$ cat src/hw/rtl/ekvt_pkg.sv
package ekvt_pkg;

  localparam int unsigned QDepth = 4;
  localparam int unsigned QPtrW  = $clog2(QDepth);
  localparam int unsigned QCntW  = $clog2(QDepth + 1);

  localparam logic [7:0] ChPipe  = 8'h7C;
  localparam logic [7:0] ChSpace = 8'h20;
  localparam logic [7:0] ChEq    = 8'h3D;
  localparam logic [7:0] ChBslash = 8'h5C;
  localparam logic [7:0] ChSlash = 8'h2F;
  localparam logic [7:0] ChS     = 8'h73;
  localparam logic [7:0] ChP     = 8'h70;
  localparam logic [7:0] ChA     = 8'h61;
  localparam logic [7:0] ChB     = 8'h62;
  localparam logic [7:0] ChF     = 8'h66;
  localparam logic [7:0] ChN     = 8'h6E;
  localparam logic [7:0] ChR     = 8'h72;
  localparam logic [7:0] ChT     = 8'h74;
  localparam logic [7:0] ChV     = 8'h76;

  typedef enum logic [2:0] {
    KIND_KEY        = 3'd0,
    KIND_VALUE      = 3'd1,
    KIND_PAIR_END   = 3'd2,
    KIND_RECORD_END = 3'd3,
    KIND_LINE_END   = 3'd4
  } kind_e;

  // Tokens caused by one item, in emission order: data byte, pair end,
  // record end, line end.
  typedef struct packed {
    logic       dat_v;
    kind_e      dat_kind;
    logic [7:0] dat_byte;
    logic       pe;
    logic       re;
    logic       le;
  } bundle_t;

  function automatic logic [7:0] decode_escape(input logic [7:0] b);
    logic [7:0] r;
    case (b)
      ChBslash: r = ChBslash;
      ChSlash:  r = ChSlash;
      ChS:      r = ChSpace;
      ChP:      r = ChPipe;
      ChA:      r = 8'd7;
      ChB:      r = 8'd8;
      ChF:      r = 8'd12;
      ChN:      r = 8'd10;
      ChR:      r = 8'd13;
      ChT:      r = 8'd9;
      ChV:      r = 8'd11;
      default:  r = ChBslash;
    endcase
    return r;
  endfunction

endpackage

$ cat src/hw/rtl/escaped_key_value_line_tokenizer.sv
// Byte-stream tokenizer for key=value reply lines: records split on '|',
// pairs on spaces, value bytes unescaped. One input item is taken per cycle
// while the four-entry token queue has room; results leave the output
// register one per cycle while out_ready_i holds, so an item with n results
// (up to four, when a backslash, pair end, record end and line end fall
// together) holds the back end until all n have left; sustained throughput
// is one item per cycle while items average one result or fewer and
// out_ready_i holds. An item's first result goes through the queue, then the output register.
module escaped_key_value_line_tokenizer import ekvt_pkg::*; (
  input  logic       clk_i,
  input  logic       rst_ni,
  input  logic       in_valid_i,
  output logic       in_ready_o,
  input  logic [7:0] in_byte_i,
  input  logic       end_of_line_i,
  output logic       out_valid_o,
  input  logic       out_ready_i,
  output logic [2:0] out_kind_o,
  output logic [7:0] out_byte_o,
  output logic       last_o
);

  bundle_t fr_bundle, head;
  logic    push, full, pop, head_valid, accept;

  assign in_ready_o = !full;
  assign accept = in_valid_i && in_ready_o;

  ekvt_front u_front (
    .clk_i, .rst_ni,
    .accept_i(accept),
    .in_byte_i, .end_of_line_i,
    .bundle_o(fr_bundle),
    .push_o(push)
  );

  ekvt_queue u_queue (
    .clk_i, .rst_ni,
    .push_i(push),
    .push_data_i(fr_bundle),
    .full_o(full),
    .pop_i(pop),
    .head_valid_o(head_valid),
    .head_o(head)
  );

  ekvt_back u_back (
    .clk_i, .rst_ni,
    .head_valid_i(head_valid),
    .head_i(head),
    .pop_o(pop),
    .out_valid_o, .out_ready_i,
    .out_kind_o, .out_byte_o, .last_o
  );

  a_kind_range: assert property (@(posedge clk_i) disable iff (!rst_ni)
    out_valid_o |-> out_kind_o <= KIND_LINE_END)
    else $error("result kind out of range");

  a_ctrl_byte_zero: assert property (@(posedge clk_i) disable iff (!rst_ni)
    out_valid_o && out_kind_o != KIND_KEY && out_kind_o != KIND_VALUE
      |-> out_byte_o == 8'd0)
    else $error("control token carries a byte");

  a_line_end_last: assert property (@(posedge clk_i) disable iff (!rst_ni)
    out_valid_o && out_kind_o == KIND_LINE_END |-> last_o)
    else $error("line end not last of its item");

  a_pop_needs_head: assert property (@(posedge clk_i) disable iff (!rst_ni)
    pop |-> head_valid)
    else $error("queue popped while empty");

endmodule

$ cat src/hw/rtl/ekvt_front.sv
module ekvt_front import ekvt_pkg::*; (
  input  logic       clk_i,
  input  logic       rst_ni,
  input  logic       accept_i,
  input  logic [7:0] in_byte_i,
  input  logic       end_of_line_i,
  output bundle_t    bundle_o,
  output logic       push_o
);

  logic rec_q, rec_d, pair_q, pair_d, val_q, val_d, esc_q, esc_d;
  bundle_t b;

  always_comb begin
    rec_d = rec_q;
    pair_d = pair_q;
    val_d = val_q;
    esc_d = esc_q;
    b.dat_v = 1'b0;
    b.dat_kind = KIND_VALUE;
    b.dat_byte = ChBslash;
    b.pe = 1'b0;
    b.re = 1'b0;
    b.le = 1'b0;
    if (end_of_line_i || in_byte_i == ChPipe) begin
      // flush a dangling backslash, then close pair and record
      b.dat_v = esc_q;
      b.pe = pair_q;
      b.re = rec_q;
      b.le = end_of_line_i;
      rec_d = 1'b0;
      pair_d = 1'b0;
      val_d = 1'b0;
      esc_d = 1'b0;
    end else if (in_byte_i == ChSpace) begin
      b.dat_v = esc_q;
      b.pe = pair_q;
      rec_d = 1'b1;
      pair_d = 1'b0;
      val_d = 1'b0;
      esc_d = 1'b0;
    end else begin
      rec_d = 1'b1;
      pair_d = 1'b1;
      if (!val_q) begin
        if (in_byte_i == ChEq) begin
          val_d = 1'b1;
        end else begin
          b.dat_v = 1'b1;
          b.dat_kind = KIND_KEY;
          b.dat_byte = in_byte_i;
        end
      end else if (esc_q) begin
        esc_d = 1'b0;
        b.dat_v = 1'b1;
        b.dat_byte = decode_escape(in_byte_i);
      end else if (in_byte_i == ChBslash) begin
        esc_d = 1'b1;
      end else begin
        b.dat_v = 1'b1;
        b.dat_byte = in_byte_i;
      end
    end
  end

  assign bundle_o = b;
  assign push_o = accept_i && (b.dat_v || b.pe || b.re || b.le);

  always_ff @(posedge clk_i or negedge rst_ni) begin
    if (!rst_ni) begin
      rec_q <= 1'b0;
      pair_q <= 1'b0;
      val_q <= 1'b0;
      esc_q <= 1'b0;
    end else if (accept_i) begin
      rec_q <= rec_d;
      pair_q <= pair_d;
      val_q <= val_d;
      esc_q <= esc_d;
    end
  end

endmodule

$ cat src/hw/rtl/ekvt_queue.sv
module ekvt_queue import ekvt_pkg::*; (
  input  logic    clk_i,
  input  logic    rst_ni,
  input  logic    push_i,
  input  bundle_t push_data_i,
  output logic    full_o,
  input  logic    pop_i,
  output logic    head_valid_o,
  output bundle_t head_o
);

  bundle_t mem_q [QDepth];
  logic [QPtrW-1:0] wr_q, rd_q;
  logic [QCntW-1:0] cnt_q, cnt_d;

  assign full_o = cnt_q == QCntW'(QDepth);
  assign head_valid_o = cnt_q != '0;
  assign head_o = mem_q[rd_q];

  always_comb begin
    cnt_d = cnt_q;
    if (push_i && !pop_i) cnt_d = cnt_q + 1'b1;
    else if (pop_i && !push_i) cnt_d = cnt_q - 1'b1;
  end

  always_ff @(posedge clk_i) begin
    if (push_i) mem_q[wr_q] <= push_data_i;
  end

  always_ff @(posedge clk_i or negedge rst_ni) begin
    if (!rst_ni) begin
      wr_q <= '0;
      rd_q <= '0;
      cnt_q <= '0;
    end else begin
      if (push_i) wr_q <= wr_q + 1'b1;
      if (pop_i) rd_q <= rd_q + 1'b1;
      cnt_q <= cnt_d;
    end
  end

endmodule

$ cat src/hw/rtl/ekvt_back.sv
module ekvt_back import ekvt_pkg::*; (
  input  logic       clk_i,
  input  logic       rst_ni,
  input  logic       head_valid_i,
  input  bundle_t    head_i,
  output logic       pop_o,
  output logic       out_valid_o,
  input  logic       out_ready_i,
  output logic [2:0] out_kind_o,
  output logic [7:0] out_byte_o,
  output logic       last_o
);

  logic [3:0] tok, pend, pick, done_q;
  logic       load, fin;
  logic       valid_q;
  kind_e      kind_q, kind_d;
  logic [7:0] byte_q, byte_d;
  logic       last_q;

  assign tok  = {head_i.le, head_i.re, head_i.pe, head_i.dat_v};
  assign pend = tok & ~done_q;
  assign pick = pend & (~pend + 4'd1);
  assign fin  = (pend & ~pick) == 4'd0;
  assign load = head_valid_i && (!valid_q || out_ready_i);
  assign pop_o = load && fin;

  always_comb begin
    kind_d = KIND_LINE_END;
    byte_d = 8'd0;
    if (pick[0]) begin
      kind_d = head_i.dat_kind;
      byte_d = head_i.dat_byte;
    end else if (pick[1]) begin
      kind_d = KIND_PAIR_END;
    end else if (pick[2]) begin
      kind_d = KIND_RECORD_END;
    end
  end

  always_ff @(posedge clk_i) begin
    if (load) begin
      kind_q <= kind_d;
      byte_q <= byte_d;
      last_q <= fin;
    end
  end

  always_ff @(posedge clk_i or negedge rst_ni) begin
    if (!rst_ni) begin
      valid_q <= 1'b0;
      done_q <= '0;
    end else begin
      if (load) valid_q <= 1'b1;
      else if (out_ready_i) valid_q <= 1'b0;
      // advance through the head item's tokens, clear once it is popped
      if (load) done_q <= fin ? 4'd0 : (done_q | pick);
    end
  end

  assign out_valid_o = valid_q;
  assign out_kind_o  = kind_q;
  assign out_byte_o  = byte_q;
  assign last_o      = last_q;

endmodule
$ cat config.mk
export PLATFORM = sky130hd
export DESIGN_NAME = escaped_key_value_line_tokenizer
export DESIGN_NICKNAME = d
export VERILOG_FILES = /design/src/hw/rtl/ekvt_pkg.sv /design/src/hw/rtl/escaped_key_value_line_tokenizer.sv /design/src/hw/rtl/ekvt_front.sv /design/src/hw/rtl/ekvt_queue.sv /design/src/hw/rtl/ekvt_back.sv
export SDC_FILE = /design/constraint.sdc
export NUM_CORES = 1
export LEC_CHECK = 0
export BUFFER_PORTS_ARGS = -buffer_cell sky130_fd_sc_hd__buf_2
export CORE_MARGIN = 3
export CORE_UTILIZATION = 49
export CTS_CLUSTER_SIZE = 24
export DETAILED_ROUTE_END_ITERATION = 16
export PLACE_DENSITY = 0.66
export SLEW_MARGIN = 20
export SYNTH_ARGS = -nofsm -noshare
export SYNTH_HDL_FRONTEND = slang
export SYNTH_SLANG_ARGS = --single-unit
export TNS_END_PERCENT = 1
$ cat constraint.sdc
create_clock -name clk_i -period 7.1 [get_ports clk_i]
set_input_delay 1.42 -clock clk_i [delete_from_list [all_inputs] [get_ports clk_i]]
set_output_delay 1.42 -clock clk_i [all_outputs]
set_load 0.02 [all_outputs]
==> impl_metrics.yaml <==
worst_setup_path:
  worstReg2RegEnd: "u_queue.cnt_q[1]"
  cp_slowest_cell: "or4_1"
  slowest_delay_ns: 0.52
  cp-startpoint: "in_byte_i[2]"
  crit_chain: "buf_2 > or4_1 > o21ai_1 > a31o_2 > nor4b_4 > nor3_4 > ha_1 > inv_1 > fa_1 > xor2_1 > nor2_1 > xor2_1"
  crit_arrival_ns: 4.02
  crit_top_cell: "xor2_1"
  crit_family: "simple AND/OR/NAND/NOR gates"
  startpoint_type: "input pin"
  r2r_setup_slack_ns: 3.54
  end_kind: "flip-flop"
  critPathKind: "in -> reg"
  crit_cells: 12
  critPathRequiredTime_ns: 7.36
  cp_max_fo: 10
  r2r-start: "u_queue.rd_q[0]"
  cp.buffers_inverters: 2
  crit_end: "u_queue.cnt_q[2]"
  reg2reg_depth: 10
timing:
  finalMaxSlewViolations: 0
  whs_ns: 0.496
  slew_headroom_pct: 39.5
  worst_pin_slew_ns: 0.908
  skew_ns: 0.0149
  finalSetupViolCount: 0
  setup_slack_ns: 3.34
  rsz0062_at_grt: "no"
  hold_violations: 0
  period_share_pct: 53.0
  finalCriticalPeriod_ns: 3.76
  fin_tns_setup_ns: 0
  max_freq_mhz: 266
synth:
  synth-main-ff-cell: "edfxtp_1"
  synth_edf_count: 64
  synth_top_area_share_pct: 52.8
  yosysWarnings: 0
  synth-seq-cells: 80
  syn_avg_cell_area_um2: 14.6
  synthCells: 250
  synth_fp_nets: 269
  yosysSeqAreaShare_pct: 63.8
  yosys.area.top_type: "edfxtp_1"
  mappedNetlistArea_um2: 3640
  synthTopCellsByArea: "edfxtp_1 53%, dfrtp_1 11%, mux4_2 8.0%, and2_1 2.7%, a21oi_1 1.8%"
  synthDistinctLibCells: 56
  synthArstFlopShare_pct: 20.0
global_route:
  antenna_found_initial: 0
  grt_pass1_wl_mm: 10.1
  grt_max_degree: 19
  grt_use_total_pct: 15.5
  grt_overflow: 0
  grt_pass1_vias: 2030
clocking:
  cts_sinks: 80
  htreeDepth: 3
  cts_tree: "yes"
  cts_made_buffers: 9
  holdBufCountCts: 0
  clkTransAtPathRegs_ns: 0.09
  clk_latency_ns: 0.34
  root_buffer: "clkbuf_8"
  post_cts_resized: 0
  cts.path.max_buffers: 2
  post-cts-setup-buffers: 0
detailed_routing:
  wl_mm: 5.96
  via_per_inst: 5.39
  first_pass_iters: 5
  drtIter0Drc: 63
  wire_per_inst_um: 15.8
  met2_length_mm: 2.86
  drtAntennaViolNets: 0
  met1_length_mm: 2.81
  highest-signal-layer: "met4"
  wl_met3_um: 205
  remaining_drc_errors: 0
  num_vias: 2032
finish:
  final_core_util_pct: 58.2
  syn2layout_area_growth_pct: 11.6
  antenna_cells: 0
  n_fill_cell: 591
  nNetsFinal: 295
  drive_gt1_share_pct: 24.2
floorplanning:
  num_rows: 30
  dieArea_um2: 8500
  core_um2: 6980
  start_util_pct: 52.2
  die_w_um: 92.2
  die_h_um: 92.2
  io_pins: 27
placed_design:
  routabilityCongestion: 0.847
  io_buffers: 26
  dp_slack_ns: 2.97
  dp_hpwl_mm: 4.12
run_status:
  outcome: "finished clean"
power_and_ir_drop:
  p_total_mw: 1.57
  cellPowerDensity_nw_per_um2: 386
  vdd_ir_drop_max_mv: 0.159
  p_leak_nw: 1.49
min_path:
  hold_path_class: "reg -> reg"
run:
  max_cap_viol_count: 0
-- registers in the layout (all words and copies together) (netlist names) --
signal / cells
u_front.pair_q: 1
u_queue.rd_q: 2
u_front.esc_q: 1
u_back.out_byte_o: 8
u_back.out_valid_o: 1
u_front.val_q: 1
u_front.rec_q: 1
u_back.last_o: 1
u_queue.wr_q: 2
u_queue.mem_q: 52
u_back.out_kind_o: 3
u_back.done_q: 4
u_queue.cnt_q: 3
-- per-stage QoR --
stage               cells  area, um^2
floorplan             250        3640
global placement      361        3840
detailed placement    361        3840
CTS                   377        4060
global route          377        4060
finish                377        4060
-- where the power goes --
part	switching (mW)	leakage [nW]	internal (mW)	total [mW]
registers	0.0829	0.789	0.657	0.740
clock network	0.153	0.114	0.208	0.361
logic	0.253	0.584	0.216	0.468
-- worst register-to-register path: stages, from the launching register on --
cell       delay, ns
dfrtp_1         0.94
mux4_2          0.63
nand2b_1        0.18
maj3_1          0.22
o2bb2ai_1       0.17
and2_1          0.31
inv_2           0.07
ha_1            0.20
inv_1           0.08
fa_1            0.39
mux2_2          0.27
-- cell usage after synthesis (5+ instances only) --
| library cell | instances |
|---|---|
| a21oi_1 | 13 |
| ha_1 | 5 |
| nor2_1 | 12 |
| edfxtp_1 | 64 |
| dfrtp_1 | 16 |
| clkbuf_1 | 8 |
| nand2_1 | 15 |
| and2_1 | 16 |
| inv_1 | 9 |
| mux4_2 | 13 |
| nand3_1 | 5 |
| a31oi_1 | 5 |
| xor2_1 | 5 |
-- cells in the final DEF, fill, tap and decap left out, types with 2 or more instances in the layout --
cell type  netlist  routed
dfrtp_1         16      16
buf_2            1      26
nor2_1          12      12
or3_1            2       2
o21ai_0          4       4
ha_1             5       5
nor4_1           3       3
nand2_1         15      15
xor2_1           5       5
bufinv_16        0       2
clkbuf_8         0      10
nand2b_1         3       3
edfxtp_1        64      64
inv_1            9       9
xnor2_1          4       4
a31oi_1          5       5
nor2b_1          4       4
and2_1          16      16
or4_1            2       2
nand3_1          5       5
mux4_2          13      13
a21o_1           4       4
a21oi_1         13      13
nor3_1           4       4
-- layout make-up --
type | count | area (um^2) | share of cell area, %
Sequential cell | 80 | 2320 | 57.1
Tap cell | 96 | 120 | 2.96
Timing Repair Buffer | 27 | 138 | 3.39
Clock inverter | 5 | 80.1 | 1.97
Multi-Input combinational cell | 148 | 1220 | 30.1
Clock buffer | 11 | 141 | 3.48
Inverter | 10 | 37.5 | 0.924
-- per-layer routing --
layer	track usage (%)	vias to the layer above
met4	7.05	0
met5	0	-
li1	-	991
met2	24.1	48
met3	3.12	6
met1	21.1	987
-- worst min path at each step --
stage / from / to / depth (start not counted)
finish: u_back.done_q[1] / u_back.done_q[1] / 2
global route: u_back.done_q[1] / u_back.done_q[1] / 2
CTS: u_back.done_q[1] / u_back.done_q[1] / 2
detailed placement: u_back.done_q[1] / u_back.done_q[1] / 2
global placement: u_back.done_q[1] / u_back.done_q[1] / 2
floorplan: u_back.done_q[1] / u_back.done_q[1] / 2
-- logic make-up after synthesis --
logic type	share of synthesized area [%]
AO/OA/AOI/OAI	7.15
XOR/XNOR	2.16
adder cells (fa/ha/maj)	2.54
buffers and inverters	2.61
flip-flops	63.8
multiplexers	9.03
AND/OR/NAND/NOR	12.7
Power figures use the tool's default switching activity.
